--- config.mk ---
export PLATFORM = sky130hd
export DESIGN_NAME = edit_distance_engine
export DESIGN_NICKNAME = d
export VERILOG_FILES = /design/src/hdl/ede_pkg.sv /design/src/hdl/edit_distance_engine.sv
export SDC_FILE = /design/constraint.sdc
export NUM_CORES = 1
export LEC_CHECK = 0
export BUFFER_PORTS_ARGS = -buffer_cell sky130_fd_sc_hd__buf_2
export CAP_MARGIN = 30
export CELL_PAD_IN_SITES_DETAIL_PLACEMENT = 1
export CELL_PAD_IN_SITES_GLOBAL_PLACEMENT = 1
export CORE_UTILIZATION = 35
export DETAILED_ROUTE_END_ITERATION = 8
export GPL_ROUTABILITY_DRIVEN = 0
export PLACE_DENSITY_LB_ADDON = 0.1
export SLEW_MARGIN = 25
export SYNTH_ARGS = -nofsm -noshare
export SYNTH_HDL_FRONTEND = slang
export SYNTH_SLANG_ARGS = --single-unit
--- constraint.sdc ---
create_clock -name clk_i -period 13.57 [get_ports clk_i]
set_input_delay 0 -clock clk_i [delete_from_list [all_inputs] [get_ports clk_i]]
set_output_delay 0 -clock clk_i [all_outputs]
set_load 0.02 [all_outputs]
--- src/hdl/ede_pkg.sv ---
// Shared types and constants for the edit distance engine.
`default_nettype none

package ede_pkg;

  // Payload widths fixed by the interface.
  localparam int CMD_W  = 2;
  localparam int CHAR_W = 8;
  localparam int DIST_W = 6;

  // Default word capacity in characters.
  localparam int MAX_LEN_DEF = 32;

  // Largest distance the result field can carry; larger values saturate.
  localparam logic [DIST_W-1:0] DIST_MAX = {DIST_W{1'b1}};

  // Command codes carried on the cmd field.
  typedef enum logic [CMD_W-1:0] {
    CMD_LOAD_A  = 2'd0,
    CMD_LOAD_B  = 2'd1,
    CMD_COMPUTE = 2'd2,
    CMD_NOP     = 2'd3
  } cmd_e;

endpackage

`default_nettype wire

--- src/hdl/edit_distance_engine.sv ---
// Edit distance engine: two word stores and an iterative one-row DP walker.
// Load beats (cmd 0 or 1) leave the block in idle, so it stays ready for further beats.
// A compute beat first writes row zero for j in 0..n2, then for each of the n1 rows runs a
// row start and, per cell, a read step and an update step in the shared cell unit, then a finish step.
// The result sits in an output register; loads are taken while it waits to be taken.
// Reset clears lengths, drop flag, sequencer and output valid; memories and overflow output are not cleared.
`default_nettype none

module edit_distance_engine #(
  parameter int MAX_LEN = ede_pkg::MAX_LEN_DEF
) (
  input  wire logic                       clk_i,
  input  wire logic                       rst_ni,
  input  wire logic                       in_valid_i,
  output logic                            in_ready_o,
  input  wire logic [ede_pkg::CMD_W-1:0]  cmd_i,
  input  wire logic [ede_pkg::CHAR_W-1:0] char_code_i,
  output logic                            out_valid_o,
  input  wire logic                       out_ready_i,
  output logic [ede_pkg::DIST_W-1:0]      distance_o,
  output logic                            overflow_o
);

  import ede_pkg::*;

  // Length counters hold 0..MAX_LEN; cost cells never exceed MAX_LEN either.
  localparam int LEN_W = $clog2(MAX_LEN + 1);
  localparam int AW    = (MAX_LEN > 1) ? $clog2(MAX_LEN) : 1;
  localparam int CW    = LEN_W;

  typedef enum logic [2:0] {
    ST_IDLE,
    ST_INIT,
    ST_ROW,
    ST_READ,
    ST_CELL,
    ST_DONE
  } state_e;

  state_e state_q, state_d;

  logic [LEN_W-1:0] len_a_q, len_a_d;
  logic [LEN_W-1:0] len_b_q, len_b_d;
  logic             drop_q, drop_d;
  logic [LEN_W-1:0] i_q, i_d;
  logic [LEN_W-1:0] j_q, j_d;
  logic [CW-1:0]    diag_q, diag_d;
  logic [CW-1:0]    left_q, left_d;
  logic [CW-1:0]    last_q, last_d;
  logic             out_valid_q, out_valid_d;
  logic [DIST_W-1:0] dist_q, dist_d;
  logic             ovf_q, ovf_d;

  // Word and cost memories with registered read data.
  logic [CHAR_W-1:0] first_word  [MAX_LEN];
  logic [CHAR_W-1:0] second_word [MAX_LEN];
  logic [CW-1:0]     cost_row    [MAX_LEN+1];
  logic [CHAR_W-1:0] fw_data_q, sw_data_q;
  logic [CW-1:0]     up_data_q;

  logic              fw_we, sw_we, cr_we;
  logic              fw_re, sw_re, cr_re;
  logic [AW-1:0]     fw_addr, sw_addr;
  logic [LEN_W-1:0]  cr_waddr, cr_raddr;
  logic [CW-1:0]     cr_wdata;

  logic              in_fire;
  logic              sub;
  logic [CW:0]       up_inc, left_inc, diag_add, min_ul;
  logic [CW-1:0]     cell_val;
  logic [31:0]       last_ext;
  logic [DIST_W-1:0] dist_sat;

  assign in_ready_o  = (state_q == ST_IDLE);
  assign in_fire     = in_valid_i && in_ready_o;
  assign out_valid_o = out_valid_q;
  assign distance_o  = dist_q;
  assign overflow_o  = ovf_q;

  // Shared cell unit: min of up + 1, left + 1 and diagonal + mismatch.
  always_comb begin
    sub      = (fw_data_q != sw_data_q);
    up_inc   = {1'b0, up_data_q} + (CW+1)'(1);
    left_inc = {1'b0, left_q} + (CW+1)'(1);
    diag_add = {1'b0, diag_q} + (CW+1)'(sub);
    min_ul   = (up_inc < left_inc) ? up_inc : left_inc;
    cell_val = (diag_add < min_ul) ? diag_add[CW-1:0] : min_ul[CW-1:0];
  end

  // Distance saturates to the field's largest value.
  always_comb begin
    last_ext = 32'(last_q);
    dist_sat = (last_ext > 32'(DIST_MAX)) ? DIST_MAX : last_ext[DIST_W-1:0];
  end

  // Sequencer next-state logic.
  always_comb begin
    state_d     = state_q;
    len_a_d     = len_a_q;
    len_b_d     = len_b_q;
    drop_d      = drop_q;
    i_d         = i_q;
    j_d         = j_q;
    diag_d      = diag_q;
    left_d      = left_q;
    last_d      = last_q;
    out_valid_d = out_valid_q && !out_ready_i;
    dist_d      = dist_q;
    ovf_d       = ovf_q;
    fw_we       = 1'b0;
    sw_we       = 1'b0;
    cr_we       = 1'b0;
    fw_re       = 1'b0;
    sw_re       = 1'b0;
    cr_re       = 1'b0;
    fw_addr     = len_a_q[AW-1:0];
    sw_addr     = len_b_q[AW-1:0];
    cr_waddr    = j_q;
    cr_raddr    = j_q;
    cr_wdata    = j_q;

    unique case (state_q)
      ST_IDLE: begin
        if (in_fire) begin
          unique case (cmd_e'(cmd_i))
            CMD_LOAD_A: begin
              if (len_a_q < LEN_W'(MAX_LEN)) begin
                fw_we   = 1'b1;
                len_a_d = len_a_q + LEN_W'(1);
              end else begin
                drop_d = 1'b1;
              end
            end
            CMD_LOAD_B: begin
              if (len_b_q < LEN_W'(MAX_LEN)) begin
                sw_we   = 1'b1;
                len_b_d = len_b_q + LEN_W'(1);
              end else begin
                drop_d = 1'b1;
              end
            end
            CMD_COMPUTE: begin
              j_d     = '0;
              state_d = ST_INIT;
            end
            CMD_NOP: begin
            end
            default: begin
            end
          endcase
        end
      end

      // Row zero: cost_row[j] = j for j in 0..n2.
      ST_INIT: begin
        cr_we    = 1'b1;
        cr_waddr = j_q;
        cr_wdata = j_q;
        last_d   = j_q;
        if (j_q == len_b_q) begin
          if (len_a_q == '0) begin
            state_d = ST_DONE;
          end else begin
            i_d     = LEN_W'(1);
            state_d = ST_ROW;
          end
        end else begin
          j_d = j_q + LEN_W'(1);
        end
      end

      // Start of row i: fetch the row's character and set the first cell.
      ST_ROW: begin
        fw_re    = 1'b1;
        fw_addr  = AW'(i_q - LEN_W'(1));
        cr_we    = 1'b1;
        cr_waddr = '0;
        cr_wdata = i_q;
        last_d   = i_q;
        left_d   = i_q;
        diag_d   = i_q - LEN_W'(1);
        if (len_b_q == '0) begin
          if (i_q == len_a_q) begin
            state_d = ST_DONE;
          end else begin
            i_d = i_q + LEN_W'(1);
          end
        end else begin
          j_d     = LEN_W'(1);
          state_d = ST_READ;
        end
      end

      // Fetch the column character and the cell above.
      ST_READ: begin
        sw_re    = 1'b1;
        sw_addr  = AW'(j_q - LEN_W'(1));
        cr_re    = 1'b1;
        cr_raddr = j_q;
        state_d  = ST_CELL;
      end

      // Update one cell and step along the row.
      ST_CELL: begin
        cr_we    = 1'b1;
        cr_waddr = j_q;
        cr_wdata = cell_val;
        diag_d   = up_data_q;
        left_d   = cell_val;
        last_d   = cell_val;
        if (j_q == len_b_q) begin
          if (i_q == len_a_q) begin
            state_d = ST_DONE;
          end else begin
            i_d     = i_q + LEN_W'(1);
            state_d = ST_ROW;
          end
        end else begin
          j_d     = j_q + LEN_W'(1);
          state_d = ST_READ;
        end
      end

      // Hand the result to the output register and empty both words.
      ST_DONE: begin
        if (!out_valid_q || out_ready_i) begin
          out_valid_d = 1'b1;
          dist_d      = dist_sat;
          ovf_d       = drop_q;
          len_a_d     = '0;
          len_b_d     = '0;
          drop_d      = 1'b0;
          state_d     = ST_IDLE;
        end
      end

      default: begin
        state_d = ST_IDLE;
      end
    endcase
  end

  // Sequencer state, word lengths, drop flag and output valid, with reset.
  always_ff @(posedge clk_i or negedge rst_ni) begin
    if (!rst_ni) begin
      state_q     <= ST_IDLE;
      len_a_q     <= '0;
      len_b_q     <= '0;
      drop_q      <= 1'b0;
      out_valid_q <= 1'b0;
    end else begin
      state_q     <= state_d;
      len_a_q     <= len_a_d;
      len_b_q     <= len_b_d;
      drop_q      <= drop_d;
      out_valid_q <= out_valid_d;
    end
  end

  // Datapath registers need no reset.
  always_ff @(posedge clk_i) begin
    i_q    <= i_d;
    j_q    <= j_d;
    diag_q <= diag_d;
    left_q <= left_d;
    last_q <= last_d;
    dist_q <= dist_d;
    ovf_q  <= ovf_d;
  end

  // Memory write ports.
  always_ff @(posedge clk_i) begin
    if (fw_we) begin
      first_word[fw_addr] <= char_code_i;
    end
    if (sw_we) begin
      second_word[sw_addr] <= char_code_i;
    end
    if (cr_we) begin
      cost_row[cr_waddr] <= cr_wdata;
    end
  end

  // Memory read ports with registered data.
  always_ff @(posedge clk_i) begin
    if (fw_re) begin
      fw_data_q <= first_word[fw_addr];
    end
    if (sw_re) begin
      sw_data_q <= second_word[sw_addr];
    end
    if (cr_re) begin
      up_data_q <= cost_row[cr_raddr];
    end
  end

  // Word lengths never pass the capacity.
  assert property (@(posedge clk_i) disable iff (!rst_ni)
    (len_a_q <= LEN_W'(MAX_LEN)) && (len_b_q <= LEN_W'(MAX_LEN)))
    else $error("word length beyond capacity");

  // Cells are only updated inside the loaded word bounds.
  assert property (@(posedge clk_i) disable iff (!rst_ni)
    (state_q == ST_CELL) |-> (j_q != '0) && (j_q <= len_b_q) &&
                             (i_q != '0) && (i_q <= len_a_q))
    else $error("cell index outside word bounds");

  // A compute beat takes the block busy in the next cycle.
  assert property (@(posedge clk_i) disable iff (!rst_ni)
    (in_fire && (cmd_i == CMD_COMPUTE)) |=> !in_ready_o)
    else $error("compute beat did not start the walk");

  // Finishing a compute presents a result and empties both words.
  assert property (@(posedge clk_i) disable iff (!rst_ni)
    ((state_q == ST_DONE) && (!out_valid_q || out_ready_i)) |=>
      out_valid_o && (len_a_q == '0) && (len_b_q == '0) && !drop_q)
    else $error("finish did not emit and clear");

endmodule

`default_nettype wire
==> results.toml, run 1 <==
[cts]
clk_latency_ns = 0.65
htreeDepth = 3
ctsHoldBuffers = 6
cts_setup_buffers = 0
cts_sinks = 786
cts_tree = "done"
clk_path_buf_depth = 3
cts_root_buf = "clkbuf_16"
cts_buffers = 89
clk_pin_slew_ns = 0.06
cts_resized = 0

[timing]
fmax_mhz = 179
min_period_ns = 5.59
fin_crit_sh_pct = 41.2
rsz0062_at_grt = "false"
tns_ns = 0
finalHoldViolations = 0
finClkSkew_ns = 0.0229
worst_pin_slew_ns = 1.08
max-slew-margin-rel_pct = 28.3
finalSetupViolCount = 0
slew_viol_final = 0
worst_slack_ns = 7.98
holdWs_ns = 0.0407

[global_route]
grt-ovfl-total = 0
grt_antenna_before_repair = 7
globalRouteTotalUtil_pct = 18.4
grt_max_degree = 132
grt_pass1_wl_um = 128000
grt_pass1_vias = 18800

[place]
io_buffer_count = 22
hpwlAfterDp_um = 52000
pre_cts_slack_ns = 7.94
dpl_cell_area_um2 = 34200

[drt]
viasPerCell = 5.23
via_count = 17900
drt_pass1_iterations = 5
wl_per_cell_um = 25.2
dr.first_iter.drc_count = 1085
wirelength_um = 86200
drc = 0
ant_nets = 0

[final_layout]
n_antenna_cell = 0
final_cell_mix = "edfxtp_1 (769), mux2i_1 (243), nand2_1 (194)"
layout-drive-gt1-share_pct = 11.7
finalNetCount = 2147
final_common_cell = "edfxtp_1"
final_area_um2 = 37100
fillerInstances = 9139
area_growth_pct = 13.3
finish.utilization_pct = 40.3

[setup_path]
arrival_ns = 5.91
cpPeakStageDelay_ns = 0.65
cp_cell_sequence = "ha_1, nand3_1, xor2_1, inv_1, ha_1, a21oi_1, o21ai_0, a21oi_1, mux2i_1, inv_1, ha_1, a21oi_1, o21a_1, nand3_1, o31ai_2, mux2_2, o21ai_4"
slowest_stage = "o21ai_4"
path_class = "reg -> reg"
crit_path_end_kind = "register"
required_ns = 13.89
r2r_start = "up_data_q[0]"
critPathLaunch = "up_data_q[0]"
cp-start-kind = "register"
cpLargestDelayFamily = "compound AO/OA/AOI/OAI gates"
crit_buf_inv = 2
crit_fanout = 34
regToRegSetupSlack_ns = 7.98

[die]
die_area_um2 = 94700
core_area_um2 = 92100
io_pins = 23
die_w_um = 308
start_util_pct = 35.5
placementRows = 111
die-height_um = 308

[power_and_ir_drop]
power.density_nw_per_um2 = 135
irDropWorstVdd_mv = 0.112
p_leak_nw = 11.9

[logic_synthesis]
yosysTopAreaCell = "edfxtp_1"
synth_nets = 2114
avgSynthCellArea_um2 = 15.8
netlist_instances = 2076
synth_area_leaders = "edfxtp_1 (71%), mux2i_1 (7.5%), mux4_2 (3.6%)"
synth_edf_count = 769
ys_seq_area_share_pct = 71.9
synth_top_area_share_pct = 70.6
async_flop_share_pct = 2.16
ys.warnings.count = 0
ys_seq_elements = 786
synthDistinctLibCells = 64
synth_top_flop_cell = "edfxtp_1"
syn-cell-area_um2 = 32700

[hold_path]
worstHoldPathType = "in -> async"

[run_status]
status = "completed"

[flow_run]
max_cap_viol_count = 0
[registers in the layout, summed over array words and instances, names as in the netlist, 8 cells and up]
name	count
cost_row	198
first_word	256
fw_data_q	8
second_word	256
sw_data_q	8
[Yosys cell counts, drive strengths merged, types with 4 or more instances]
master / count
dfrtp: 17
inv: 27
nor2b: 6
and2: 9
and3: 12
a21oi: 92
nor2: 139
mux4: 52
a22o: 63
o21a: 4
xnor2: 18
edfxtp: 769
o22ai: 36
buf: 57
nand4: 16
or4: 9
nand2: 195
nor4: 4
xor2: 33
a211oi: 9
ha: 24
a32oi: 32
mux2i: 245
clkbuf: 59
o21ai: 36
nand2b: 7
a22oi: 6
nand3b: 5
o31ai: 6
nand3: 32
nor3: 11
mux2: 8
[cells by family (layout without fill, tap and decap cells)]
| logic type | count (synthesis) | after routing | share of synthesized area, % |
|---|---|---|---|
| DFF | 786 | 786 | 71.9 |
| AOI/OAI and AO/OA | 310 | 310 | 6.46 |
| xor gates and xnor gates | 51 | 51 | 1.37 |
| adders and majority gates | 25 | 25 | 0.948 |
| muxes | 305 | 305 | 11.3 |
| and+or+nand+nor | 455 | 455 | 6.09 |
| buffers and inverters | 144 | 250 | 1.91 |
[final timing paths]
path                                      end  depth (start not counted)
min reg2reg                     distance_o[1]                          0
min in group clk_i         second_word[13][3]                          2
min                                len_a_q[0]                          3
max in group asynchronous          state_q[1]                          3
max                            cost_row[0][2]                         17
max reg2reg                    cost_row[0][2]                         17
[layer usage]
metal  part of all wire, %  track usage [%]
met5                 0.053                0
met4                   2.6             5.25
met3                   4.3             3.45
met2                    46             28.6
met1                    48             26.2
[per-stage QoR]
step / std cells / total power [mW]
2_1_floorplan: 2076 / 2.70
3_3_place_gp: 3250 / 2.74
3_5_place_dp: 3251 / 2.74
4_1_cts: 3421 / 5.06
5_1_grt: 3425 / 5.14
6_report: 3425 / 5.00
[power breakdown]
part	leakage (nW)	internal (mW)	switching (mW)
logic	3.35	0.00407	0.0322
clock network	1.35	1.35	0.960
registers	7.17	2.65	0.00000000000000000693
[worst reg2reg max path, delay by kind of cell, from the launching register on]
family	cells	cell delay [ns]
xor+xnor	1	0.26
buf+inv	2	0.15
simple gates	2	0.21
mux	2	0.85
flops	1	0.49
compound gates	7	2.42
fa+ha+maj	3	0.90
[area by class of cell]
| cell class | count | area [µm²] | area share (%) |
|---|---|---|---|
| multi-input cells | 1146 | 8700 | 23.5 |
| inverters | 28 | 108 | 0.290 |
| clock buffers | 113 | 2380 | 6.42 |
| clock inverters | 51 | 404 | 1.09 |
| flip-flops and latches | 786 | 23500 | 63.4 |
| well taps | 1243 | 1560 | 4.19 |
| repair buffers | 58 | 414 | 1.12 |
(Power assumes the default switching activity.)
==> run 2, diff against run 1 <==
==> constraint.sdc (replaced) <==
create_clock -name clk_i -period 4.67 [get_ports clk_i]
set_input_delay 0 -clock clk_i [delete_from_list [all_inputs] [get_ports clk_i]]
set_output_delay 0 -clock clk_i [all_outputs]
set_load 0.02 [all_outputs]
==> run 2 against run 1 <==
- worst hold slack better by 0.0079 ns
- clock power grew to 3.0 times the previous value
- setup slack worse by 7.8 ns
- count of clock-buffer cells in the layout is 11 lower
- cell count is 2.7% higher
==> results.toml, run 2 (synthesized netlist as in run 1, its figures left out) <==
[die]
die_w_um = 308
io_pins = 23
core_area_um2 = 92100
die-height_um = 308
placementRows = 111
start_util_pct = 35.5
die_area_um2 = 94700

[global_route]
grt_pass1_wl_um = 130000
globalRouteTotalUtil_pct = 18.6
grt_max_degree = 96
grt_pass1_vias = 19300
grt_antenna_before_repair = 2
grt-ovfl-total = 0

[drt]
via_count = 18400
drc = 0
wirelength_um = 88100
dr.first_iter.drc_count = 1208
viasPerCell = 5.22
ant_nets = 0
wl_per_cell_um = 25.0
drt_pass1_iterations = 5

[timing]
worst_pin_slew_ns = 0.939
fmax_mhz = 222
tns_ns = 0
slew_viol_final = 0
min_period_ns = 4.51
finalHoldViolations = 0
max-slew-margin-rel_pct = 37.2
worst_slack_ns = 0.165
finClkSkew_ns = 0.0277
finalSetupViolCount = 0
fin_crit_sh_pct = 96.5

[setup_path]
crit_path_end_kind = "register"
arrival_ns = 5.00
crit_fanout = 17
slowest_stage = "edfxtp_1"
cp-start-kind = "register"
path_class = "reg -> reg"
reg2reg_depth = 19
r2r_start = "left_q[1]"
required_ns = 5.16
cpPeakStageDelay_ns = 0.42
cp_cell_sequence = "ha_1, nand3_1, xor2_1, ha_1, a21oi_2, o21ai_0, a21oi_1, buf_6, mux2i_2, ha_1, a21oi_1, a21boi_0, o21ai_0, o31ai_2, buf_4, mux2_2, o21ai_4, buf_12, buf_12"
cp_common_cell = "ha_1"
critPathLaunch = "left_q[1]"
rr_endpoint = "cost_row[9][1]"
regToRegSetupSlack_ns = 0.16

[power_and_ir_drop]
irDropWorstVdd_mv = 0.296
power.density_nw_per_um2 = 386
finalPower_mw = 14.7
p_leak_nw = 12.4

[final_layout]
reg.largest.list = "first_word (256), second_word (256), cost_row (198)"
n_antenna_cell = 0
instances_no_fill = 3519
final_common_cell = "edfxtp_1"
finalNetCount = 2245
final_cell_mix = "edfxtp_1 (769), mux2i_1 (237), nand2_1 (195)"
layout-drive-gt1-share_pct = 16.2
area_growth_pct = 16.4
final_area_um2 = 38100

[hold_path]
holdPathStages = 2
min_from = "char_code_i[7]"
worstHoldPathType = "in -> reg"
hold_end = "second_word[25][7]"

[flow_run]
max_cap_viol_count = 0

[cts]
cts_root_buf = "clkbuf_16"
clk_pin_slew_ns = 0.06
htreeDepth = 3
cts_tree = "done"
cts_buffers = 89
cts_sinks = 786
clk_latency_ns = 0.66
clk_path_buf_depth = 3

[place]
dp.cells = 3338
hpwlAfterDp_um = 54700
pre_cts_slack_ns = 0.270
dpl_cell_area_um2 = 34900
io_buffer_count = 22

[run_status]
status = "completed"
[run 2: cell count changes in the layout (fill, tap and decap cells not counted), sizes merged]
cell         before  now
clkinvlp          3    6
inv              30   33
buf              52  148
bufinv            6    9
clkbuf          114  103
dlygate4sd3       5    7
clkinv           40   38
[run 2: per-layer routing]
layer	GRT usage, %	share of wire, %	wire length (µm)	vias up
met5	0	0	0	-
met3	2.74	3.5	3120	102
li1	-	-	-	8330
met4	4.35	1.6	1380	0
met2	30.3	48	41900	274
met1	26.3	47	41700	9678
[run 2: critical path, delay by kind of cell, from the launching register on]
| kind | cells | cell delay, ns |
|---|---|---|
| buf+inv | 4 | 0.68 |
| compound gates | 8 | 1.31 |
| xor+xnor | 1 | 0.31 |
| fa+ha+maj | 3 | 0.86 |
| flops | 1 | 0.42 |
| mux | 2 | 0.65 |
| simple gates | 1 | 0.10 |
[run 2: worst max path at each step]
stage,cells after the start,slack (ns),end
6_report,19,0.16,cost_row[9][1]
5_1_grt,20,-0.06,cost_row[9][3]
4_1_cts,20,0.21,cost_row[9][1]
3_5_place_dp,20,0.27,cost_row[8][4]
3_3_place_gp,20,0.27,cost_row[12][3]
2_1_floorplan,17,0.19,cost_row[0][1]
[run 2: metrics by stage]
| stage | hold slack (ns) | util [%] |
|---|---|---|
| after floorplan | -0.296 | - |
| after global placement | -0.0340 | 37.9 |
| after detailed placement | -0.0256 | 37.9 |
| after CTS | 0.0493 | 41.1 |
| after global routing | 0.0812 | 41.4 |
| final | 0.0486 | 41.4 |
[run 2: area by class of cell]
class / instances / area, µm²
fill: 9108 / 54000
sequential: 786 / 23500
multi-input combinational: 1146 / 8750
clock buffer: 102 / 2300
tap: 1243 / 1560
timing repair buffer: 156 / 1300
clock inverter: 58 / 556
inverter: 28 / 108
[run 2: where the power goes]
group / switching [mW] / internal (mW)
Sequential: 0.0000000000000000196 / 7.70
Clock: 2.87 / 4.03
Combinational: 0.0924 / 0.0123
Total: 2.96 / 11.7
[run 2: repair_timing]
| action | in CTS | in global routing |
|---|---|---|
| endpoints found under the setup margin | 0 | 182 |
| endpoints found under the hold margin | 29 | 17 |
| hold buffers | 7 | 1 |
| setup buffers | 0 | 9 |
| gates resized for setup | 0 | 16 |
==> run 3, diff against run 2 <==
--- a/config.mk
+++ b/config.mk
@@ -13,6 +13,7 @@
 export DETAILED_ROUTE_END_ITERATION = 8
 export GPL_ROUTABILITY_DRIVEN = 0
 export PLACE_DENSITY_LB_ADDON = 0.1
+export REMOVE_ABC_BUFFERS = 1
 export SLEW_MARGIN = 25
 export SYNTH_ARGS = -nofsm -noshare
 export SYNTH_HDL_FRONTEND = slang
==> run 3 against run 2 <==
- largest power group unchanged
- worst hold slack worse by 0.0012 ns
- highest routed layer is now met5
- clock power is 5.2% lower
- sequential power hardly changed
- die area stayed put
==> results.toml, run 3 (synthesized netlist as in run 1, its figures left out) <==
[run_status]
status = "completed"

[timing]
slew_viol_final = 0
min_period_ns = 4.47
tns_ns = 0
worst_pin_slew_ns = 0.953
finClkSkew_ns = 0.0561
finalHoldViolations = 0
fin_crit_sh_pct = 95.7
fmax_mhz = 224
holdWs_ns = 0.0474
finalSetupViolCount = 0
max-slew-margin-rel_pct = 36.2
worst_slack_ns = 0.199

[die]
core_area_um2 = 92100
start_util_pct = 35.5
placementRows = 111
die_w_um = 308
die-height_um = 308
die_area_um2 = 94700
io_pins = 23

[final_layout]
final_cell_mix = "edfxtp_1 (769), mux2i_1 (239), nand2_1 (195)"
reg.largest.list = "first_word (256), second_word (256), cost_row (198)"
fillerInstances = 9064
finalNetCount = 2211
final_common_cell = "edfxtp_1"
layout-drive-gt1-share_pct = 14.5
n_antenna_cell = 0
area_growth_pct = 15.2

[setup_path]
r2r_start = "up_data_q[0]"
slowest_stage = "edfxtp_1"
arrival_ns = 4.92
cpLargestDelayFamily = "compound AO/OA/AOI/OAI gates"
cp_common_cell = "ha_1"
critical_path.endpoint = "cost_row[7][2]"
cpPeakStageDelay_ns = 0.42
reg2reg_depth = 21
crit_fanout = 17
cp_cell_sequence = "ha_1, nand3_1, xor2_2, inv_1, ha_1, a21oi_2, o21ai_1, a21oi_2, buf_4, mux2i_4, inv_1, ha_1, a21oi_1, o21a_1, nand3_1, o31ai_2, buf_4, mux2_2, o21ai_4, buf_12, buf_12"
rr_endpoint = "cost_row[7][2]"
path_class = "reg -> reg"
crit_cells = 21
critPathLaunch = "up_data_q[0]"
required_ns = 5.12
cp-start-kind = "register"
crit_buf_inv = 6
crit_path_end_kind = "register"
regToRegSetupSlack_ns = 0.20

[hold_path]
min_from = "char_code_i[0]"
worstHoldPathType = "in -> reg"
holdPathStages = 2

[drt]
drt_pass1_iterations = 4
via_count = 18200
wirelength_um = 88600
viasPerCell = 5.23
wl_per_cell_um = 25.4
dr.first_iter.drc_count = 1274
ant_nets = 0
drc = 0

[global_route]
grt_antenna_before_repair = 1
grt_pass1_wl_um = 130000
grt_max_degree = 68
grt_pass1_vias = 19300
grt-ovfl-total = 0
globalRouteTotalUtil_pct = 18.7

[cts]
clk_path_buf_depth = 3
cts_buffers = 88
htreeDepth = 3
cts_tree = "done"
clk_latency_ns = 0.65
cts_root_buf = "clkbuf_16"
cts_sinks = 786
clk_pin_slew_ns = 0.06

[place]
hpwlAfterDp_um = 55300
io_buffer_count = 22
pre_cts_slack_ns = -0.189

[power_and_ir_drop]
irDropWorstVdd_mv = 0.246
power.density_nw_per_um2 = 380
p_leak_nw = 12.2

[flow_run]
max_cap_viol_count = 0
[run 3: metal layers]
metal,global-route usage [%],vias up,share of wire (%)
li1,-,8257,-
met1,26.0,9536,47
met2,30.6,313,48
met3,3.10,112,4.0
met4,4.12,2,1.7
met5,0,-,0.015
[run 3: layout make-up]
cell class	instances	area, µm²	area share [%]
clock buffer	105	2270	6.01
clock inverter	52	419	1.11
inverter	28	108	0.286
multi-input combinational	1146	8730	23.2
sequential	786	23500	62.4
tap	1243	1560	4.13
timing repair buffer	123	1080	2.87
[run 3: per-stage QoR]
step,util [%],area [µm²],total power [mW],cells
final,40.9,37700,14.3,3483
after global routing,40.9,37700,14.8,3483
after detailed placement,37.7,34700,7.95,3306
after global placement,37.7,34700,7.95,3302
after CTS,40.7,37500,14.5,3471
after floorplan,-,32200,7.85,1960
[run 3: repair_timing]
action                     4_1_cts  5_1_grt
buffers inserted                 1        8
hold buffers                     7        0
gates resized for setup          3       11
pin swaps                        0        3
gates cloned                     0        2
setup endpoints to repair      204      204
hold endpoints to repair        26        0
[run 3: report_power, final]
part           internal [mW]  total, mW         switching (mW)  leakage (nW)
sequential              7.70       7.70  0.0000000000000000439          7.17
combinational         0.0121      0.104                 0.0915          3.74
clock                   3.69       6.53                   2.84          1.31
total                   11.4       14.3                   2.93          12.2
[run 3: worst reg2reg max path: cells and delay by family, from the launching register on]
family | cells | cell delay (ns)
compound gates | 7 | 1.15
xor+xnor | 1 | 0.16
fa+ha+maj | 3 | 0.88
buf+inv | 6 | 0.78
flops | 1 | 0.42
mux | 2 | 0.63
simple gates | 2 | 0.25
[run 3: worst min-delay path by stage]
stage | to
final | first_word[3][0]
after global routing | first_word[1][0]
after CTS | first_word[3][0]
after detailed placement | len_a_q[2]
after global placement | len_a_q[2]
after floorplan | drop_q
